File: config.mk
export PLATFORM = sky130hd
export DESIGN_NAME = ethrx_frame_state
export DESIGN_NICKNAME = d
export VERILOG_FILES = /design/src/rtl/core/ethrx_pkg.sv /design/src/rtl/core/ethrx_frame_state.sv
export SDC_FILE = /design/constraint.sdc
export NUM_CORES = 1
export LEC_CHECK = 0
export BUFFER_PORTS_ARGS = -buffer_cell sky130_fd_sc_hd__buf_2
export CAP_MARGIN = 20
export CELL_PAD_IN_SITES_DETAIL_PLACEMENT = 1
export CELL_PAD_IN_SITES_GLOBAL_PLACEMENT = 2
export CORE_MARGIN = 1
export CORE_UTILIZATION = 37
export CTS_CLUSTER_DIAMETER = 120
export DETAILED_ROUTE_END_ITERATION = 6
export PLACE_DENSITY = 0.81
export REMOVE_ABC_BUFFERS = 1
export SLEW_MARGIN = 20
export SYNTH_ARGS = -nofsm -noshare
export SYNTH_HDL_FRONTEND = slang
export SYNTH_SLANG_ARGS = --single-unit
File: constraint.sdc
create_clock -name clk_i -period 4.3 [get_ports clk_i]
set_input_delay 0 -clock clk_i [delete_from_list [all_inputs] [get_ports clk_i]]
set_output_delay 0 -clock clk_i [all_outputs]
set_load 0.01 [all_outputs]
File: src/rtl/core/ethrx_pkg.sv
// Shared types, constants and CRC function for the Ethernet receive frame checker.
`timescale 1ns / 1ps
package ethrx_pkg;

  localparam int unsigned MaxCountDef = 2047;
  localparam int unsigned ByteW       = 8;
  localparam int unsigned MacW        = 48;
  localparam int unsigned TypeW       = 16;
  localparam int unsigned LenW        = 11;
  localparam int unsigned CrcW        = 32;
  localparam int unsigned FcsBytes    = 4;
  localparam int unsigned AddrBytes   = 6;
  localparam int unsigned SrcEnd      = 12;
  localparam int unsigned TypeLoPos   = 12;
  localparam int unsigned TypeHiPos   = 13;
  localparam int unsigned MinFrame    = 18;
  localparam int unsigned LenCap      = 2047;

  localparam logic [CrcW-1:0] CrcPoly   = 32'hEDB8_8320;
  localparam logic [CrcW-1:0] CrcPreset = 32'hFFFF_FFFF;

  typedef enum logic [1:0] {
    StOk      = 2'd0,
    StCrcErr  = 2'd1,
    StAddrErr = 2'd2,
    StShort   = 2'd3
  } status_e;

  typedef struct packed {
    logic [ByteW-1:0] data;
    logic             last;
  } rx_item_t;

  typedef struct packed {
    status_e          status;
    logic [MacW-1:0]  src_mac;
    logic [TypeW-1:0] ether_type;
    logic [LenW-1:0]  length;
  } result_t;

  // Byte-wide update of the reflected CRC-32.
  function automatic logic [CrcW-1:0] crc32_byte(input logic [CrcW-1:0] crc,
                                                 input logic [ByteW-1:0] data);
    logic [CrcW-1:0] r;
    r = crc ^ {{(CrcW-ByteW){1'b0}}, data};
    for (int k = 0; k < ByteW; k++) begin
      r = (r >> 1) ^ (r[0] ? CrcPoly : '0);
    end
    return r;
  endfunction

endpackage

File: src/rtl/core/ethrx_frame_state.sv
// Per-frame state: CRC, FCS delay line, byte count, address check and field capture.
`timescale 1ns / 1ps
module ethrx_frame_state
  import ethrx_pkg::*;
#(
  parameter int unsigned MAX_COUNT = MaxCountDef
) (
  input  logic            clk_i,
  input  logic            rst_ni,
  input  logic            proc_i,
  input  rx_item_t        item_i,
  input  logic [MacW-1:0] station_mac_i,
  output result_t         result_o
);

  localparam int unsigned CntW = $clog2(MAX_COUNT + 1);
  localparam int unsigned ExtW = (CntW > LenW) ? CntW : LenW;

  logic [CntW-1:0]              cnt_q, cnt_d, cnt_n;
  logic [CrcW-1:0]              crc_q, crc_d, crc_n;
  logic [FcsBytes-1:0][ByteW-1:0] dly_q, dly_d, dly_n;
  logic                         match_q, match_d, match_n;
  logic [MacW-1:0]              src_q, src_d, src_n;
  logic [TypeW-1:0]             type_q, type_d, type_n;
  logic [2:0]                   addr_idx;
  logic [ByteW-1:0]             want;
  logic [ExtW-1:0]              cnt_ext;
  logic                         crc_ok;

  // Destination byte N is checked against station_mac[47-8N -: 8].
  assign addr_idx = 3'(AddrBytes - 1) - cnt_q[2:0];
  assign want     = station_mac_i[{addr_idx, 3'b000} +: ByteW];

  always_comb begin
    crc_n   = crc_q;
    match_n = match_q;
    src_n   = src_q;
    type_n  = type_q;
    cnt_n   = cnt_q;
    if (cnt_q >= CntW'(FcsBytes)) begin
      crc_n = crc32_byte(crc_q, dly_q[0]);
    end
    dly_n = {item_i.data, dly_q[FcsBytes-1:1]};
    if (cnt_q < CntW'(AddrBytes)) begin
      if (want != item_i.data) begin
        match_n = 1'b0;
      end
    end else if (cnt_q < CntW'(SrcEnd)) begin
      src_n = {src_q[MacW-ByteW-1:0], item_i.data};
    end else if (cnt_q == CntW'(TypeLoPos)) begin
      type_n[ByteW-1:0] = item_i.data;
    end else if (cnt_q == CntW'(TypeHiPos)) begin
      type_n[TypeW-1:ByteW] = item_i.data;
    end
    if (cnt_q != CntW'(MAX_COUNT)) begin
      cnt_n = cnt_q + 1'b1;
    end
  end

  assign crc_ok  = (dly_n == ~crc_n);
  assign cnt_ext = ExtW'(cnt_n);

  always_comb begin
    if (cnt_n < CntW'(MinFrame)) begin
      result_o.status = StShort;
    end else if (!crc_ok) begin
      result_o.status = StCrcErr;
    end else if (!match_n) begin
      result_o.status = StAddrErr;
    end else begin
      result_o.status = StOk;
    end
    result_o.src_mac    = src_n;
    result_o.ether_type = type_n;
    result_o.length     = (cnt_ext > ExtW'(LenCap)) ? LenW'(LenCap) : cnt_ext[LenW-1:0];
  end

  // Drop back to the preset values once the last byte is processed.
  always_comb begin
    if (item_i.last) begin
      cnt_d   = '0;
      crc_d   = CrcPreset;
      dly_d   = '0;
      match_d = 1'b1;
      src_d   = '0;
      type_d  = '0;
    end else begin
      cnt_d   = cnt_n;
      crc_d   = crc_n;
      dly_d   = dly_n;
      match_d = match_n;
      src_d   = src_n;
      type_d  = type_n;
    end
  end

  always_ff @(posedge clk_i or negedge rst_ni) begin
    if (!rst_ni) begin
      cnt_q   <= '0;
      crc_q   <= CrcPreset;
      dly_q   <= '0;
      match_q <= 1'b1;
      src_q   <= '0;
      type_q  <= '0;
    end else if (proc_i) begin
      cnt_q   <= cnt_d;
      crc_q   <= crc_d;
      dly_q   <= dly_d;
      match_q <= match_d;
      src_q   <= src_d;
      type_q  <= type_d;
    end
  end

endmodule

# Yosys cells after proc, flatten, opt, wreduce, memory -nomap -nowiden
# Cells that the tools add are included.
# word_totals
register_bits,140
out_inout_bits,77
word_cells,61
# op_classes
n_addsub,2
n_lt_le_gt_ge,5
eq_ne,5
n_shift,1
n_mux,29
bitwise_logic,10
# ops
op,count
$mux 32,11
$xor 31x32->32,8
$mux 48,3
$mux 16,3
$shiftx 48x7->8,1
$mux 11,3
$eq 32x32->1,1
$not 32->32,1
$xor 32x8->32,1
$mux 8,3
$eq 11x4->1 const B,2
$add 11x1->11 const B,1
$ge 11x3->1 const B,1
$gt 11x11->1 const B,1
$lt 11x3->1 const B,1
$lt 11x4->1 const B,1
$lt 11x5->1 const B,1
$ne 11x11->1 const B,1
$ne 8x8->1,1
$mux 2,3
$mux 1,3
$sub 3x3->3 const A,1

# Longest topological paths before layout
# logic_depth
word_depth,22
depth_mapped,13

# Worst setup path before layout
# OpenSTA, ideal clock, no wires.
# synth_path
path_type,flip-flop to output port
startpoint,register crc_q[6]
endpoint,output port result_o[75] (netlist name)
t_arrival_ns,3.100
required_ns,4.300
setup_slack_ns,1.200
stages_incl_launch_ff,9
n_path_buf,0
path_cell_list,dfstp_2 xor2_4 xnor3_1 xnor3_1 a2111oi_0 o22ai_1 nor4_1 nand4_1 or3b_1
# synth_rtl
element,line_no,rtl
"start, declared",ethrx_frame_state.sv:20,"logic [CrcW-1:0] crc_q, crc_d, crc_n;"
"start signal, assigned",ethrx_frame_state.sv:100,crc_q <= CrcPreset;
"start signal, assigned",ethrx_frame_state.sv:107,crc_q <= crc_d;
"end, declared",ethrx_frame_state.sv:13,output result_t result_o

==> flow_summary_export.csv <==
group,metric,value,unit
place,io_buffers,136,
power_and_ir_drop,power_leakage,4.82,nW
final_layout,final_layout_size_suffix_gt1_share,28.6,%
setup_path,start_kind,"flop",
timing,slew_headroom,35.5,%
logic_synthesis,yosys_warnings,0,
floorplan,die-area,24500,sq um
timing,setup_viol,0,
global_route,grt_max_degree,91,
timing,setup_ws,221,ps
clock_network,root_buffer,"clkbuf_16",
drt,drcViolationCount,0,
timing,timing.final.crit_share,94.9,%
floorplan,die_height,156,um
drt,first_pass_iters,5,
power_and_ir_drop,powerDensity,419,nW/um^2
setup_path,slowest_stage,"xnor2_2",
final_layout,fin_nets,1052,
global_route,grt_pass1_vias,7293,
logic_synthesis,avgSynthCellArea,10.2,sq um
timing,fmax,245,MHz
clock_network,cts_tree,"yes",
timing,worst_slew_pin_slew,961,ps
clock_network,cts_sinks,140,
drt,drt-total-wl,27000,um
power_and_ir_drop,peakVddDrop,0.189,mV
logic_synthesis,synth.distinct_cells,57,
place,pre_cts_slack,683,ps
drt,routedWlPerCell,20.4,um
final_layout,postLayoutCellArea,10500,sq um
place,dpl_cell_area,9860,sq um
logic_synthesis,ys_async_sr_fraction,100,%
floorplan,io_pins,137,
status,violations,"negative hold slack",
clock_network,clk-insertion-delay-late,440,ps
logic_synthesis,ys_seq_elements,140,
timing,fin_tns_setup,0,ps
place,hpwl,18800,um
job,cap_violations,0,
floorplan,core.rowCount,56,
logic_synthesis,synthTopCellsByArea,"dfrtp_1, dfstp_2, xnor3_1, mux2_2, xnor2_1",
setup_path,crit_fanout,12,
timing,timing.hold.ws,-5.41,ps
floorplan,die_w,156,um
timing,skew,11.7,ps
final_layout,area_growth,19.5,%
setup_path,worstSetupPathType,"flop to output port",
final_layout,postLayoutCoreUtil,45.0,%
power_and_ir_drop,power,4.41,mW
setup_path,end_kind,"output port",
clock_network,h-tree-depth,4,
global_route,grtUsageTotal,23.4,%
timing,maxSlewViolCount,0,
clock_network,cts-buffers-inserted,17,
drt,vias,7153,
final_layout,insertedDiodeCount,0,
setup_path,path_common_cell,"xnor3_1",
global_route,grt_overflow,0,
logic_synthesis,synth_common_cells,"dfrtp_1, nand2_1, o21ai_0",
timing,period_minus_slack,4080,ps
drt,final_antenna_net_count,0,
floorplan,initial_core_util,37.7,%
floorplan,coreArea,23400,sq um
place,gp_congestion,0.867,
logic_synthesis,netlist_instances,868,
timing,finalHoldViolCount,3,
setup_path,required,4300,ps
global_route,grt_pass1_wl,43100,um
setup_path,cp.arrival,4080,ps
setup_path,path_cells,"xnor2_2, xnor3_1, xnor3_1, a2111oi_0, o22ai_1, nor4_1, nand4_1, or3b_1, buf_2",
logic_synthesis,ys_seq_area_share,40.2,%
clock_network,path_clk_slew,80,ps
logic_synthesis,syn_area,8820,sq um
logic_synthesis,synth_top_cell_by_area,"dfrtp_1",
logic_synthesis,yosysTopAreaCellShare,30.4,%
global_route,antenna_found_initial,0,
clock_network,clock_path_buffers,2,
worst_hold_path,min_path_type,"primary input to flop",
drt,vias_per_cell,5.42,
logic_synthesis,synth-edff-count,0,
logic_synthesis,ys.flop_type,"dfrtp_1",
setup_path,critPathMaxStageDelay,740,ps
logic_synthesis,yosysMostFrequentCell,"dfrtp_1",
status,status,"finished, violations left",
drt,initialDrtViolationCount,418,
timing,rsz0062_at_grt,"false",
==> registers in the layout, indices dropped and copies added (netlist names) <==
register  cells
dly_q         8
dly_n        24
src_q        48
cnt_q        11
match_q       1
type_q       16
crc_q        32
==> per-layer routing <==
layer / vias up / GRT usage, % / share of wire (%)
li1: 3308 / - / -
met1: 3632 / 31.8 / 45
met2: 194 / 37.0 / 47
met3: 19 / 6.09 / 6.3
met4: 0 / 5.79 / 1.1
met5: - / 0 / 0
==> metrics by stage <==
stage | hold slack, ps | cells
floorplan | -296 | 807
global placement | 165 | 1280
detailed placement | 156 | 1280
CTS | 16.2 | 1319
global route | 27.7 | 1320
finish | -5.41 | 1320
==> critical path: cells and delay by family (launching register included) <==
family          cells  cell delay, ps
compound gates      2             570
buf+inv             1             140
simple gates        3             940
flops               1             410
xor+xnor            3            1580
==> timing repair <==
action,4_1_cts,5_1_grt
endpoints found under the hold margin,69,0
gates resized for setup,0,0
setup buffers,0,0
hold buffers,7,0
==> worst paths after layout <==
check / start / to / slack, ps / depth (start not counted)
setup reg to reg: cnt_q[0] / match_q / 1140 / 8
max in group asynchronous: rst_ni / crc_q[0] / 3090 / 3
setup / recovery: dly_q[0] / result_o[75] / 220 / 9
min in group asynchronous: rst_ni / dly_q[6] / 240 / 2
hold / removal: item_i[0] / src_q[30] / -5 / 4
hold reg to reg: type_q[9] / type_q[9] / 510 / 1
==> final cells by class <==
type,instances,area (sq um)
well taps,319,399
clock buffers,17,425
clock inverters,15,166
repair buffers,162,925
inverters,50,188
flip-flops and latches,140,3540
multi-input cells,617,4890
fillers,2679,12900
==> layout by cell type, fill, tap and decap left out, types with 12 or more instances in the layout <==
cell type and n:
buf_2 135, dfrtp_1 107, nand2_1 90, o21ai_0 80, xnor2_1 51, inv_1 49
nor2_1 47, mux2_2 44, a22o_1 43, dfstp_2 33, xor2_1 31, a21oi_1 30
xnor3_1 29, o31ai_1 20, mux2i_1 19, nand3b_1 18, clkbuf_16 17, buf_4 17
o22a_1 12
==> power breakdown <==
group,internal [mW],leakage (nW),switching (mW)
Sequential,1.41,1.83,0.0865
Combinational,0.670,2.71,0.757
Clock,0.782,0.285,0.704
Total,2.87,4.82,1.55
==> cell families (layout without fill, tap and decap cells) <==
logic type / count (synthesis) / after routing / share of synthesized area [%]
AOI/OAI and AO/OA: 220 / 220 / 16.5
and+or+nand+nor: 202 / 202 / 10.6
DFF: 140 / 140 / 40.2
xor gates and xnor gates: 120 / 120 / 17.5
buffers and inverters: 111 / 244 / 4.74
muxes: 71 / 71 / 9.82
adders and majority gates: 4 / 4 / 0.567
Power figures use the tool's default switching activity.
